--- src/rtl/oidh_pkg.sv ---
// ----------------------------------------------------------------------------
// oidh_pkg
// Shared types and constants for the Ogg Opus identification header parser:
// item structs, controller commands and status, state encoding, magic.
// ----------------------------------------------------------------------------
package oidh_pkg;

    // Largest channel count whose map entries are stored
    localparam int MAX_CHANNELS = 8;
    localparam int IDX_W        = (MAX_CHANNELS > 1) ? $clog2(MAX_CHANNELS) : 1;

    // Header layout
    localparam int POS_W    = 16;
    localparam int HE_W     = 9;
    localparam int MIN_LEN  = 19;
    localparam int MAP_BASE = 21;

    localparam logic [POS_W-1:0] POS_VERSION  = POS_W'(8);
    localparam logic [POS_W-1:0] POS_CHANNELS = POS_W'(9);
    localparam logic [POS_W-1:0] POS_PRE_LO   = POS_W'(10);
    localparam logic [POS_W-1:0] POS_PRE_HI   = POS_W'(11);
    localparam logic [POS_W-1:0] POS_RATE_0   = POS_W'(12);
    localparam logic [POS_W-1:0] POS_RATE_3   = POS_W'(15);
    localparam logic [POS_W-1:0] POS_GAIN_LO  = POS_W'(16);
    localparam logic [POS_W-1:0] POS_GAIN_HI  = POS_W'(17);
    localparam logic [POS_W-1:0] POS_FAMILY   = POS_W'(18);
    localparam logic [POS_W-1:0] POS_STREAMS  = POS_W'(19);
    localparam logic [POS_W-1:0] POS_COUPLED  = POS_W'(20);
    localparam logic [POS_W-1:0] POS_MAGIC_END = POS_W'(8);

    // Byte codes
    localparam logic [7:0]  VER_MAJOR_MASK = 8'd240;
    localparam logic [7:0]  MAP_SILENT     = 8'd255;
    localparam logic [7:0]  FAMILY_RTP     = 8'd0;
    localparam logic [63:0] MAGIC          = 64'h4F70_7573_4865_6164; // "OpusHead"

    // One input transaction
    typedef struct packed {
        logic [7:0] header_byte;
        logic       last_byte;
    } in_item_t;

    // One result transaction
    typedef struct packed {
        logic               kind;
        logic               valid_res;
        logic [7:0]         version;
        logic [7:0]         channels;
        logic [15:0]        preskip;
        logic [31:0]        sample_rate;
        logic signed [15:0] gain;
        logic [7:0]         map_family;
        logic [7:0]         stream_count;
        logic [7:0]         coupled_count;
        logic [7:0]         map_value;
        logic               last_result;
    } out_item_t;

    // Controller states
    typedef enum logic [1:0] {
        ST_RECV,
        ST_SUMMARY,
        ST_MAP_READ,
        ST_MAP_OUT
    } state_t;

    // Controller to datapath
    typedef struct packed {
        logic byte_en;
        logic cnt_clr;
        logic cnt_inc;
        logic rd_en;
        logic emit_map;
    } cmd_t;

    // Datapath to controller
    typedef struct packed {
        logic hdr_ok;
        logic map_last;
    } status_t;

    // Magic byte at a position 0..7
    function automatic logic [7:0] magic_byte(input logic [2:0] idx);
        logic [5:0] sh;
        sh = 6'(7 - idx) << 3;
        return 8'(MAGIC >> sh);
    endfunction

endpackage

--- src/rtl/oidh_ram.sv ---
// ----------------------------------------------------------------------------
// oidh_ram
// Generic single-write, single-read RAM with a registered read port.
// ----------------------------------------------------------------------------
module oidh_ram #(
    parameter int WIDTH = 8,
    parameter int DEPTH = 8
) (
    input  logic                     clk,
    input  logic                     wr_en,
    input  logic [$clog2(DEPTH)-1:0] wr_addr,
    input  logic [WIDTH-1:0]         wr_data,
    input  logic                     rd_en,
    input  logic [$clog2(DEPTH)-1:0] rd_addr,
    output logic [WIDTH-1:0]         rd_data
);

    logic [WIDTH-1:0] mem [DEPTH];
    logic [WIDTH-1:0] rd_data_reg;

    // Write and registered read
    always_ff @(posedge clk)
    begin
        if (wr_en)
        begin
            mem[wr_addr] <= wr_data;
        end
        if (rd_en)
        begin
            rd_data_reg <= mem[rd_addr];
        end
    end

    assign rd_data = rd_data_reg;

endmodule

--- src/rtl/oidh_ctrl.sv ---
// ----------------------------------------------------------------------------
// oidh_ctrl
// Controller: receives header bytes, then sequences the summary transaction
// and, on a valid header, one map transaction per channel.
// ----------------------------------------------------------------------------
module oidh_ctrl (
    input  logic             clk,
    input  logic             rst_n,
    input  logic             item_valid,
    output logic             item_ready,
    input  logic             last_byte,
    output logic             result_valid,
    input  logic             result_ready,
    output oidh_pkg::cmd_t    cmd,
    input  oidh_pkg::status_t status
);
    import oidh_pkg::*;

    state_t state_reg;
    state_t state_next;

    // State register
    always_ff @(posedge clk or negedge rst_n)
    begin
        if (!rst_n)
        begin
            state_reg <= ST_RECV;
        end
        else
        begin
            state_reg <= state_next;
        end
    end

    // Next state and commands
    always_comb
    begin
        state_next   = state_reg;
        cmd          = '0;
        item_ready   = 1'b0;
        result_valid = 1'b0;
        case (state_reg)
            ST_RECV:
            begin
                item_ready  = 1'b1;
                cmd.byte_en = item_valid;
                if (item_valid && last_byte)
                begin
                    state_next = ST_SUMMARY;
                end
            end
            ST_SUMMARY:
            begin
                result_valid = 1'b1;
                if (result_ready)
                begin
                    if (status.hdr_ok)
                    begin
                        cmd.cnt_clr = 1'b1;
                        state_next  = ST_MAP_READ;
                    end
                    else
                    begin
                        state_next = ST_RECV;
                    end
                end
            end
            ST_MAP_READ:
            begin
                cmd.rd_en  = 1'b1;
                state_next = ST_MAP_OUT;
            end
            ST_MAP_OUT:
            begin
                result_valid = 1'b1;
                cmd.emit_map = 1'b1;
                if (result_ready)
                begin
                    if (status.map_last)
                    begin
                        state_next = ST_RECV;
                    end
                    else
                    begin
                        cmd.cnt_inc = 1'b1;
                        state_next  = ST_MAP_READ;
                    end
                end
            end
            default:
            begin
                state_next = ST_RECV;
            end
        endcase
    end

endmodule

--- src/rtl/oidh_datapath.sv ---
// ----------------------------------------------------------------------------
// oidh_datapath
// Datapath: byte position, field capture, per-byte checks, map store and
// result formatting.
// ----------------------------------------------------------------------------
module oidh_datapath (
    input  logic               clk,
    input  logic               rst_n,
    input  oidh_pkg::in_item_t  item,
    input  oidh_pkg::cmd_t      cmd,
    output oidh_pkg::status_t   status,
    output oidh_pkg::out_item_t result
);
    import oidh_pkg::*;

    logic [POS_W-1:0] pos_reg,     pos_next;
    logic             err_reg,     err_next;
    logic [7:0]       version_reg, version_next;
    logic [7:0]       channel_reg, channel_next;
    logic [15:0]      preskip_reg, preskip_next;
    logic [31:0]      rate_reg,    rate_next;
    logic [15:0]      gain_reg,    gain_next;
    logic [7:0]       family_reg,  family_next;
    logic [7:0]       stream_reg,  stream_next;
    logic [7:0]       coupled_reg, coupled_next;
    logic [IDX_W-1:0] cnt_reg,     cnt_next;

    logic [7:0]       b;
    logic [HE_W-1:0]  hdr_end;
    logic [HE_W-1:0]  hdr_end_fin;
    logic [POS_W:0]   pkt_len;
    logic [POS_W-1:0] map_off;
    logic [8:0]       sum_sc;
    logic             wr_en;
    logic [IDX_W-1:0] wr_addr;
    logic [7:0]       rd_data;

    assign b = item.header_byte;

    // Header end for the family seen so far
    assign hdr_end = (family_reg == FAMILY_RTP) ? HE_W'(MIN_LEN)
                                                : HE_W'(MAP_BASE) + HE_W'(channel_reg);
    assign map_off = pos_reg - POS_W'(MAP_BASE);
    assign wr_addr = map_off[IDX_W-1:0];

    // Capture fields and run the per-byte checks
    always_comb
    begin
        pos_next     = pos_reg;
        err_next     = err_reg;
        version_next = version_reg;
        channel_next = channel_reg;
        preskip_next = preskip_reg;
        rate_next    = rate_reg;
        gain_next    = gain_reg;
        family_next  = family_reg;
        stream_next  = stream_reg;
        coupled_next = coupled_reg;
        wr_en        = 1'b0;
        sum_sc       = 9'(stream_reg) + 9'(coupled_reg);
        hdr_end_fin  = hdr_end;
        pkt_len      = 17'(pos_reg) + 17'd1;

        if (cmd.byte_en)
        begin
            // Start of a packet: drop everything from the last one
            if (pos_reg == '0)
            begin
                err_next     = 1'b0;
                version_next = '0;
                channel_next = '0;
                preskip_next = '0;
                rate_next    = '0;
                gain_next    = '0;
                family_next  = '0;
                stream_next  = '0;
                coupled_next = '0;
            end

            if (pos_reg < POS_MAGIC_END)
            begin
                if (b != magic_byte(pos_reg[2:0]))
                begin
                    err_next = 1'b1;
                end
            end
            else if (pos_reg == POS_VERSION)
            begin
                version_next = b;
                if ((b & VER_MAJOR_MASK) != '0)
                begin
                    err_next = 1'b1;
                end
            end
            else if (pos_reg == POS_CHANNELS)
            begin
                channel_next = b;
                if (b == '0 || 32'(b) > MAX_CHANNELS)
                begin
                    err_next = 1'b1;
                end
            end
            else if (pos_reg == POS_PRE_LO)
            begin
                preskip_next[7:0] = b;
            end
            else if (pos_reg == POS_PRE_HI)
            begin
                preskip_next[15:8] = b;
            end
            else if (pos_reg <= POS_RATE_3)
            begin
                rate_next[8*(pos_reg[1:0]) +: 8] = b;
            end
            else if (pos_reg == POS_GAIN_LO)
            begin
                gain_next[7:0] = b;
            end
            else if (pos_reg == POS_GAIN_HI)
            begin
                gain_next[15:8] = b;
            end
            else if (pos_reg == POS_FAMILY)
            begin
                family_next = b;
                if (b == FAMILY_RTP)
                begin
                    // Implied map 0,1 is supplied at emission time
                    if (channel_reg > 8'd2)
                    begin
                        err_next = 1'b1;
                    end
                    stream_next  = 8'd1;
                    coupled_next = (channel_reg > 8'd1) ? 8'd1 : 8'd0;
                end
            end
            else if (pos_reg >= POS_W'(hdr_end))
            begin
                // Trailing bytes are an error for versions 0 and 1
                if (version_reg <= 8'd1)
                begin
                    err_next = 1'b1;
                end
            end
            else if (pos_reg == POS_STREAMS)
            begin
                stream_next = b;
                if (b == '0)
                begin
                    err_next = 1'b1;
                end
            end
            else if (pos_reg == POS_COUPLED)
            begin
                coupled_next = b;
                if (b > stream_reg || (9'(b) + 9'(stream_reg)) > 9'd255)
                begin
                    err_next = 1'b1;
                end
            end
            else
            begin
                wr_en = (32'(map_off) < MAX_CHANNELS);
                if (9'(b) > sum_sc && b != MAP_SILENT)
                begin
                    err_next = 1'b1;
                end
            end

            // Advance position, saturating
            if (pos_reg != '1)
            begin
                pos_next = pos_reg + POS_W'(1);
            end

            // End of packet: length checks, then rewind
            if (item.last_byte)
            begin
                hdr_end_fin = (family_next == FAMILY_RTP)
                              ? HE_W'(MIN_LEN)
                              : HE_W'(MAP_BASE) + HE_W'(channel_next);
                if (pkt_len < 17'(MIN_LEN))
                begin
                    err_next = 1'b1;
                end
                else if (pkt_len < 17'(hdr_end_fin))
                begin
                    err_next = 1'b1;
                end
                pos_next = '0;
            end
        end
    end

    // Map entry counter
    always_comb
    begin
        cnt_next = cnt_reg;
        if (cmd.cnt_clr)
        begin
            cnt_next = '0;
        end
        else if (cmd.cnt_inc)
        begin
            cnt_next = cnt_reg + IDX_W'(1);
        end
    end

    // Registers
    always_ff @(posedge clk or negedge rst_n)
    begin
        if (!rst_n)
        begin
            pos_reg     <= '0;
            err_reg     <= 1'b0;
            version_reg <= '0;
            channel_reg <= '0;
            preskip_reg <= '0;
            rate_reg    <= '0;
            gain_reg    <= '0;
            family_reg  <= '0;
            stream_reg  <= '0;
            coupled_reg <= '0;
            cnt_reg     <= '0;
        end
        else
        begin
            pos_reg     <= pos_next;
            err_reg     <= err_next;
            version_reg <= version_next;
            channel_reg <= channel_next;
            preskip_reg <= preskip_next;
            rate_reg    <= rate_next;
            gain_reg    <= gain_next;
            family_reg  <= family_next;
            stream_reg  <= stream_next;
            coupled_reg <= coupled_next;
            cnt_reg     <= cnt_next;
        end
    end

    // Stream map store
    oidh_ram #(
        .WIDTH (8),
        .DEPTH (MAX_CHANNELS)
    ) u_map_ram (
        .clk     (clk),
        .wr_en   (wr_en),
        .wr_addr (wr_addr),
        .wr_data (b),
        .rd_en   (cmd.rd_en),
        .rd_addr (cnt_reg),
        .rd_data (rd_data)
    );

    // Status to the controller
    assign status.hdr_ok   = !err_reg && (32'(channel_reg) <= MAX_CHANNELS);
    assign status.map_last = ((8'(cnt_reg) + 8'd1) == channel_reg);

    // Format the outgoing transaction
    always_comb
    begin
        result = '0;
        if (cmd.emit_map)
        begin
            result.kind        = 1'b1;
            result.valid_res   = 1'b1;
            result.map_value   = (family_reg == FAMILY_RTP) ? 8'(cnt_reg) : rd_data;
            result.last_result = status.map_last;
        end
        else if (status.hdr_ok)
        begin
            result.valid_res      = 1'b1;
            result.version        = version_reg;
            result.channels       = channel_reg;
            result.preskip        = preskip_reg;
            result.sample_rate    = rate_reg;
            result.gain           = gain_reg;
            result.map_family     = family_reg;
            result.stream_count   = stream_reg;
            result.coupled_count  = coupled_reg;
            result.last_result    = (channel_reg == '0);
        end
        else
        begin
            result.last_result = 1'b1;
        end
    end

endmodule

--- src/rtl/opus_id_header_parser.sv ---
// Order: the summary transaction is offered the cycle after the last byte; once
// a map transaction is taken, ST_MAP_READ reads the next, ST_MAP_OUT offers it.
// Throughput: one header byte per cycle while receiving; after the last byte
// the block takes no byte until the summary and, on a valid header, one map
// transaction per channel (map RAM read, then show) have been taken.
// Reset: rst_n clears position, flags, fields and controller; map store is not.
// ----------------------------------------------------------------------------
// opus_id_header_parser
// Top level: Ogg Opus identification header parser with a controller and a
// datapath joined by command and status structs.
// ----------------------------------------------------------------------------
module opus_id_header_parser (
    input  logic                clk,
    input  logic                rst_n,
    input  logic                item_valid,
    output logic                item_ready,
    input  oidh_pkg::in_item_t  item,
    output logic                result_valid,
    input  logic                result_ready,
    output oidh_pkg::out_item_t result
);
    import oidh_pkg::*;

    cmd_t    cmd;
    status_t status;

    // Sequencing
    oidh_ctrl u_ctrl (
        .clk          (clk),
        .rst_n        (rst_n),
        .item_valid   (item_valid),
        .item_ready   (item_ready),
        .last_byte    (item.last_byte),
        .result_valid (result_valid),
        .result_ready (result_ready),
        .cmd          (cmd),
        .status       (status)
    );

    // Field capture, checks and result formatting
    oidh_datapath u_datapath (
        .clk    (clk),
        .rst_n  (rst_n),
        .item   (item),
        .cmd    (cmd),
        .status (status),
        .result (result)
    );

endmodule
--- config.mk ---
export PLATFORM = sky130hd
export DESIGN_NAME = opus_id_header_parser
export DESIGN_NICKNAME = d
export VERILOG_FILES = /design/src/rtl/oidh_pkg.sv /design/src/rtl/oidh_ram.sv /design/src/rtl/oidh_ctrl.sv /design/src/rtl/oidh_datapath.sv /design/src/rtl/opus_id_header_parser.sv
export SDC_FILE = /design/constraint.sdc
export NUM_CORES = 1
export LEC_CHECK = 0
export BUFFER_PORTS_ARGS = -buffer_cell sky130_fd_sc_hd__buf_2
export CORE_MARGIN = 5
export CORE_UTILIZATION = 47
export CTS_CLUSTER_DIAMETER = 40
export DETAILED_ROUTE_END_ITERATION = 8
export GPL_TIMING_DRIVEN = 1
export PLACE_DENSITY = 0.66
export SETUP_SLACK_MARGIN = 0.02
export SYNTH_ARGS = -nofsm -noshare
export SYNTH_HDL_FRONTEND = slang
export SYNTH_SLANG_ARGS = --single-unit
--- constraint.sdc ---
create_clock -name clk -period 9.6 [get_ports clk]
set_clock_uncertainty 0.1 [all_clocks]
set_input_delay 0.48 -clock clk [delete_from_list [all_inputs] [get_ports clk]]
set_output_delay 0.48 -clock clk [all_outputs]
set_load 0.1 [all_outputs]
# == Word-level counts from Yosys, hierarchy flattened ==
# Memories as Yosys holds them, arrays and structs flattened. A register that Yosys moved wholly into a read port is not among the register bits.
# Cells that the tools add are included.
# word_totals
output_inout_bits,117
ramBits,64
memories,1
ff_bits,126
in_bits,13
# memory_table
memory,depth,word_bits,rd,rd_ports_with_merged_regs,wr,line,source
u_datapath.u_map_ram.mem,8,8,1,1,1,oidh_ram.sv:18,logic [WIDTH-1:0] mem [DEPTH];
# op_classes
n_eq_ne,19
n_shift,3
n_reduce_logical,18
add_sub_neg,11
n_mux,144
magnitude_cmp,14
# op_table
cell,count
two-way mux 8 bit,54
two-way mux 32 bit,8
two-way mux 16 bit,13
two-way mux 105 bit,1
two-way mux 104 bit,1
equality test 16 x 5 -> 1 bit (second input constant),5
equality test 16 x 4 -> 1 bit (second input constant),4
right shift 63 x 6 -> 8 bit (first input constant),1
two-way mux 1 bit,56
negation 5 -> 34 bit,1
variable shift 8 x 34 -> 32 bit (first input constant),1
variable part select 8 x 34 -> 32 bit,1
bitwise mux 32 bit,1
zero test 8 bit,4
less-than comparator 16 x 4 -> 1 bit (second input constant),2
adder 5 x 8 -> 9 bit (first input constant),2
adder 8 x 8 -> 9 bit,2
two-way mux 9 bit,2
adder 16 x 1 -> 17 bit (second input constant),1
less-than comparator 17 x 5 -> 1 bit (second input constant),1
less-than comparator 17 x 9 -> 1 bit,1
adder 16 x 1 -> 16 bit (second input constant),1
>= comparator 16 x 9 -> 1 bit,1
<= comparator 16 x 4 -> 1 bit (second input constant),1
other kinds (33),44

# == Longest topological paths before layout ==
# logic_depth
depth_word,19
mapped_depth,18
ltp_nobuf,18

# == Modules after synthesis ==
# From an unflattened synthesis, not the netlist that was laid out.
# hier_totals
hier_cells,1151
hier_area_um2,11865.1
# by_module_without_submodules
mod,seq_area_each_um2,instances,cells_per_inst,area_each_um2
oidh_datapath,3103.0,1,1022,8957.3
oidh_ram,2162.1,1,114,2771.4
oidh_ctrl,50.0,1,15,136.4

# == Worst setup path before layout ==
# No wires, ideal clock.
# synth_timing
path_type,register to register
startpoint,reg u_datapath.family_reg[2]
endpoint,"mem u_datapath.u_map_ram.mem[6][0], enable pin"
arrival_ps,3546
slack_ps,5571
period_less_slack_ps,4029
stages_incl_launch_ff,13
required_time_ps,9117
path_buffers,1
path_cell_list,dfrtp_1 > nor4_1 > nand2_1 > clkbuf_1 > nand2_1 > ha_1 > nand2b_1 > a21o_1 > a211oi_1 > o21a_1 > nand4_1 > or2_2 > nor3_1
# synth_via
elab_chain_cells,16
# synth_lines
element,line,source
start: declaration,oidh_datapath.sv:23,"logic [7:0] family_reg, family_next;"
start signal: assignment,oidh_datapath.sv:235,family_reg <= family_next;
zero test 8 bit,oidh_datapath.sv:41,assign hdr_end = (family_reg == FAMILY_RTP) ? HE_W'(MIN_LEN)
two-way mux 9 bit,oidh_datapath.sv:41,
>= comparator 16 x 9 -> 1 bit,oidh_datapath.sv:137,else if (pos_reg >= POS_W'(hdr_end))
two-way mux 1 bit,oidh_datapath.sv:137,
two-way mux 1 bit,oidh_datapath.sv:123,else if (pos_reg == POS_FAMILY)
two-way mux 1 bit,oidh_datapath.sv:119,else if (pos_reg == POS_GAIN_HI)
two-way mux 1 bit,oidh_datapath.sv:115,else if (pos_reg == POS_GAIN_LO)
two-way mux 1 bit,oidh_datapath.sv:111,else if (pos_reg <= POS_RATE_3)
two-way mux 1 bit,oidh_datapath.sv:107,else if (pos_reg == POS_PRE_HI)
two-way mux 1 bit,oidh_datapath.sv:103,else if (pos_reg == POS_PRE_LO)
two-way mux 1 bit,oidh_datapath.sv:95,else if (pos_reg == POS_CHANNELS)
two-way mux 1 bit,oidh_datapath.sv:87,else if (pos_reg == POS_VERSION)
two-way mux 1 bit,oidh_datapath.sv:80,if (pos_reg < POS_MAGIC_END)
two-way mux 1 bit,oidh_datapath.sv:64,if (cmd.byte_en)
two-way mux 1 bit,oidh_ram.sv:24,if (wr_en)
two-way mux 1 bit (not written as such),oidh_ram.sv:26,mem[wr_addr] <= wr_data;
end: declaration,oidh_ram.sv:18,
# Every way passes these cells.

# == Final worst setup path ==
# layout_timing
startpoint,reg u_datapath.pos_reg[0]
endpoint,reg u_datapath.err_reg
# layout_via
elab_chain_cells,18
word_cells_on_any_way,63
cone_classes,add/sub: 3; order compare: 5; eq/ne: 10; shift: 1; mux: 42; reduce/logical: 2
# layout_lines
element,line,source
start: declaration,oidh_datapath.sv:16,"logic [POS_W-1:0] pos_reg, pos_next;"
start signal: assignment,oidh_datapath.sv:228,pos_reg <= pos_next;
zero test 16 bit,oidh_datapath.sv:67,if (pos_reg == '0)
two-way mux 8 bit / two-way mux 1 bit (equally long branches),oidh_datapath.sv:67,
"two-way mux 8 bit, or another cell as far along",oidh_datapath.sv:123,
two-way mux 8 bit / two-way mux 1 bit (equally long branches),"oidh_datapath.sv:119, oidh_datapath.sv:153",
two-way mux 8 bit / two-way mux 1 bit (equally long branches),"oidh_datapath.sv:115, oidh_datapath.sv:145",
two-way mux 8 bit / two-way mux 1 bit (equally long branches),"oidh_datapath.sv:111, oidh_datapath.sv:137",
two-way mux 8 bit / two-way mux 1 bit (equally long branches),"oidh_datapath.sv:107, oidh_datapath.sv:123",
two-way mux 8 bit / two-way mux 1 bit (equally long branches),"oidh_datapath.sv:103, oidh_datapath.sv:119",
[... 2 more ...],n/a,
two-way mux 8 bit / two-way mux 1 bit (equally long branches),"oidh_datapath.sv:80, oidh_datapath.sv:107",
two-way mux 8 bit / two-way mux 1 bit (equally long branches),"oidh_datapath.sv:64, oidh_datapath.sv:103",
zero test 8 bit / two-way mux 1 bit (equally long branches),"oidh_datapath.sv:179, oidh_datapath.sv:95",
two-way mux 9 bit / two-way mux 1 bit (equally long branches),"oidh_datapath.sv:180, oidh_datapath.sv:87",
less-than comparator 17 x 9 -> 1 bit / two-way mux 1 bit (equally long branches),"oidh_datapath.sv:186, oidh_datapath.sv:80",
two-way mux 1 bit,oidh_datapath.sv:186,else if (pkt_len < 17'(hdr_end_fin))
two-way mux 1 bit,oidh_datapath.sv:182,if (pkt_len < 17'(MIN_LEN))
two-way mux 1 bit *,oidh_datapath.sv:177,if (item.last_byte)
end signal: assignment,oidh_datapath.sv:229,err_reg <= err_next;
end: declaration,oidh_datapath.sv:17,"logic err_reg, err_next;"
# Every way passes the cells marked *; elsewhere a longest branch is shown, timed or not. The select of a mux whose other input is x is not followed.
# A chain may end at the register's enable or synchronous reset.

==> summary.txt <==
Logic pwr share -> 0.317
root buf cell -> clkbuf_16
Least-Margin Pin Slew -> 1.04 ns
setup TNS -> 0 ns
Register-to-Register Path Depth -> 17
ranking of synthesized cells by area -> dfrtp_1, edfxtp_1, ha_1
worst skew pair latency -> 0.43 ns
H-tree Lvls -> 4
I/O pins -> 130
number of flops mapped to enable cells by yosys -> 72
ys async rst share -> 0.636
synthesis-to-finish area growth -> 12.9%
Total Wirelength -> 31,100 um
pin count of the biggest net entering global routing -> 84
vias post-DR -> 8,928
met2 WL -> 14,400 um
Arrival @ worst endpoint -> 5.27 ns
register area share after synthesis -> 0.465
Cell Chain, Critical Path -> inv_1 > ha_1 > nor4b_1 > nand4_1 > nand2_1 > o22ai_1 > ha_1 > a221o_1 > a21oi_1 > nor2_1 > mux2_2 > ha_1 > o211ai_1 > a21oi_1 > a2111oi_0 > o31a_1 > a211o_1
Leak -> 5.67 nW
final hold vios -> 0
initial DRC count -> 823
Setup violations, final -> 0
status -> completed
layout cells sized above 1 -> 0.185
WL met3 -> 1860 um
clk sinks -> 198
n_diodes -> 0
chip height -> 166 um
die area -> 27,600 um2
Syn. warnings -> 0
HP Class -> in2async
capturing point of the worst reg2reg path -> u_datapath.err_reg
Via density -> 5.87
postcts setup bufs -> 0
Avg Synthesized Cell Area -> 10.5 um2
drt drc -> 0
Crit path largest cell delay -> 0.62 ns
Clk network pwr share -> 0.293
first-pass GRT wire length -> 49,600 um
Final ANT Viol Nets -> 0
initial antenna violation count -> 0
Remaining Overflow, GRT -> 0
top_reg_cell synth -> dfrtp_1
Final Max Tran Viols -> 0
Fill cells -> 2,159
PwrDens -> 196 nW/um2
Reg area -> 5320 um2
max FFs per register -> 64
kind of critical path -> reg2reg
cts repair resizes -> 0
CTS tree -> done
Max VDD drop -> 129 uV
CTS Buffer Depth -> 2
internal power -> 0.00153 W
GPL Wtd Cong -> 0.914
Worst EP required -> 9.83 ns
synthesized flop and latch total -> 198
# nets final -> 1,263
Pre-antenna DRT Iters -> 5
top sig layer -> met4
Global Route Usage Sum -> 0.223
fin util -> 0.534
cts bufs inserted -> 17
initial core utilization -> 0.473
Critical Path Sink Type -> register
number of global-route vias before repair -> 8,740
unique cell type count in the Yosys netlist -> 75
Detailed Place HPWL -> 21,500 um
most area-hungry cell type in the Yosys netlist -> dfrtp_1
Core Box Area -> 24,200 um2
slowest CP cell -> ha_1
RSZ-0062 raised after global routing -> no
Crit path top cell by count -> ha_1
CP startpoint kind -> register
Met1 Wirelength -> 14,200 um
Setup WS pre-CTS -> 4.64 ns
relative slew slack -> 0.302
fin worst setup slack -> 4.56 ns
final period demand of the worst path -> 5.04 ns
share of the synthesized area in the top cell type -> 0.276
sequential share of power -> 0.390
mapped cell area -> 11,400 um2
Post-Synthesis Cells -> 1,094
buffers added on ports -> 125
reg2reg setup slack -> 4.56 ns
die width -> 166 um
CTS clk-pin slew, worst paths -> 0.08 ns
switching share of power -> 0.396
switching power -> 0.00100 W
crit path max fanout -> 15
Max Fclk -> 0.198 GHz
Max-Cap Viols -> 0
Core Rows -> 57
Hold WS -> 0.00877 ns
wire length per cell -> 20.4 um
origin of the critical flop-to-flop path -> u_datapath.pos_reg[0]
Multi-input gate area -> 5720 um2
period utilization -> 0.525
cts hold-fix bufs -> 0
[area by class of cell]
class	instances	share of cell area
clock inverter	15	0.0157
timing repair buffer	139	0.0567
clock buffer	17	0.0329
inverter	32	0.00930
tap	324	0.0314
multi-input combinational	796	0.443
sequential	198	0.411
[cells in the final DEF, fill, tap and decap left out, drive strengths merged, types with 7 or more instances in the layout]
master / count
nor2: 51
a22o: 89
xor2: 14
nor3: 40
a21oi: 46
nand2: 100
buf: 139
mux4: 16
a211oi: 7
and2: 99
xnor2: 21
a21o: 11
o211ai: 7
nor4: 11
nand4: 22
nand3: 19
nand2b: 10
dfrtp: 126
inv: 41
and3: 11
ha: 64
clkbuf: 17
mux2: 11
o21ai: 60
edfxtp: 72
a31oi: 8
[Yosys cell counts (all sizes together) (7+ instances only)]
master  number
inv         32
ha          64
a22o        89
clkbuf      51
and2        99
o211ai       7
a21o        11
nor2        51
xnor2       21
nand2b      10
nand4       22
a211oi       7
nand3       19
o21ai       60
nor3        40
dfrtp      126
a31oi        8
xor2        14
nand2      100
mux2        11
buf         20
nor4        11
and3        11
mux4        16
edfxtp      72
a21oi       46
[kinds of logic after synthesis]
kind of cell / synth area share
AOI/OAI and AO/OA: 0.165
xor gates and xnor gates: 0.0268
adders and majority gates: 0.0735
buffers and inverters: 0.0371
DFF: 0.465
muxes: 0.0441
other: 0.000328
and+or+nand+nor: 0.189
[power by group through the flow]
stage	logic (W)	clock network [W]	registers (W)
final	0.000801	0.000740	0.000987
after CTS	0.000795	0.000756	0.000985
after global routing	0.000869	0.000791	0.000995
after detailed placement	0.000792	0	0.00100
after floorplan	0.000624	0	0.000956
after global placement	0.000786	0	0.00100
[layer usage]
layer,track usage,vias up
li1,-,4219
met2,0.356,290
met1,0.315,4377
met5,0,-
met4,0.0638,0
met3,0.0400,42
[worst max path at each step]
stage	startpoint	endpoint	slack, ns	depth (start not counted)
2_1_floorplan	u_datapath.family_reg[2]	u_datapath.u_map_ram.mem[6][0]	5.57	12
3_5_place_dp	u_datapath.pos_reg[0]	u_datapath.err_reg	4.64	18
6_report	u_datapath.pos_reg[0]	u_datapath.err_reg	4.56	17
4_1_cts	u_datapath.pos_reg[0]	u_datapath.err_reg	4.62	18
5_1_grt	u_datapath.pos_reg[0]	u_datapath.err_reg	4.23	18
3_3_place_gp	u_datapath.pos_reg[0]	u_datapath.err_reg	4.84	17
[worst max-delay path, delay by kind of cell (launching register included)]
kind                     cells  cell delay [ns]
AND/OR/NAND/NOR              4             1.00
AO/OA/AOI/OAI                8             1.54
flip-flops                   1             0.50
buffers and inverters        1             0.33
multiplexers                 1             0.29
adder cells (fa/ha/maj)      3             1.17
[through the flow]
step | instances | power [W] | instance area, um2
2_1_floorplan | 1097 | 0.00158 | 11500
3_3_place_gp | 1489 | 0.00179 | 12300
3_5_place_dp | 1489 | 0.00179 | 12300
4_1_cts | 1521 | 0.00254 | 12900
5_1_grt | 1521 | 0.00265 | 12900
6_report | 1521 | 0.00253 | 12900
Note: power is estimated with default switching activity, not from simulation.
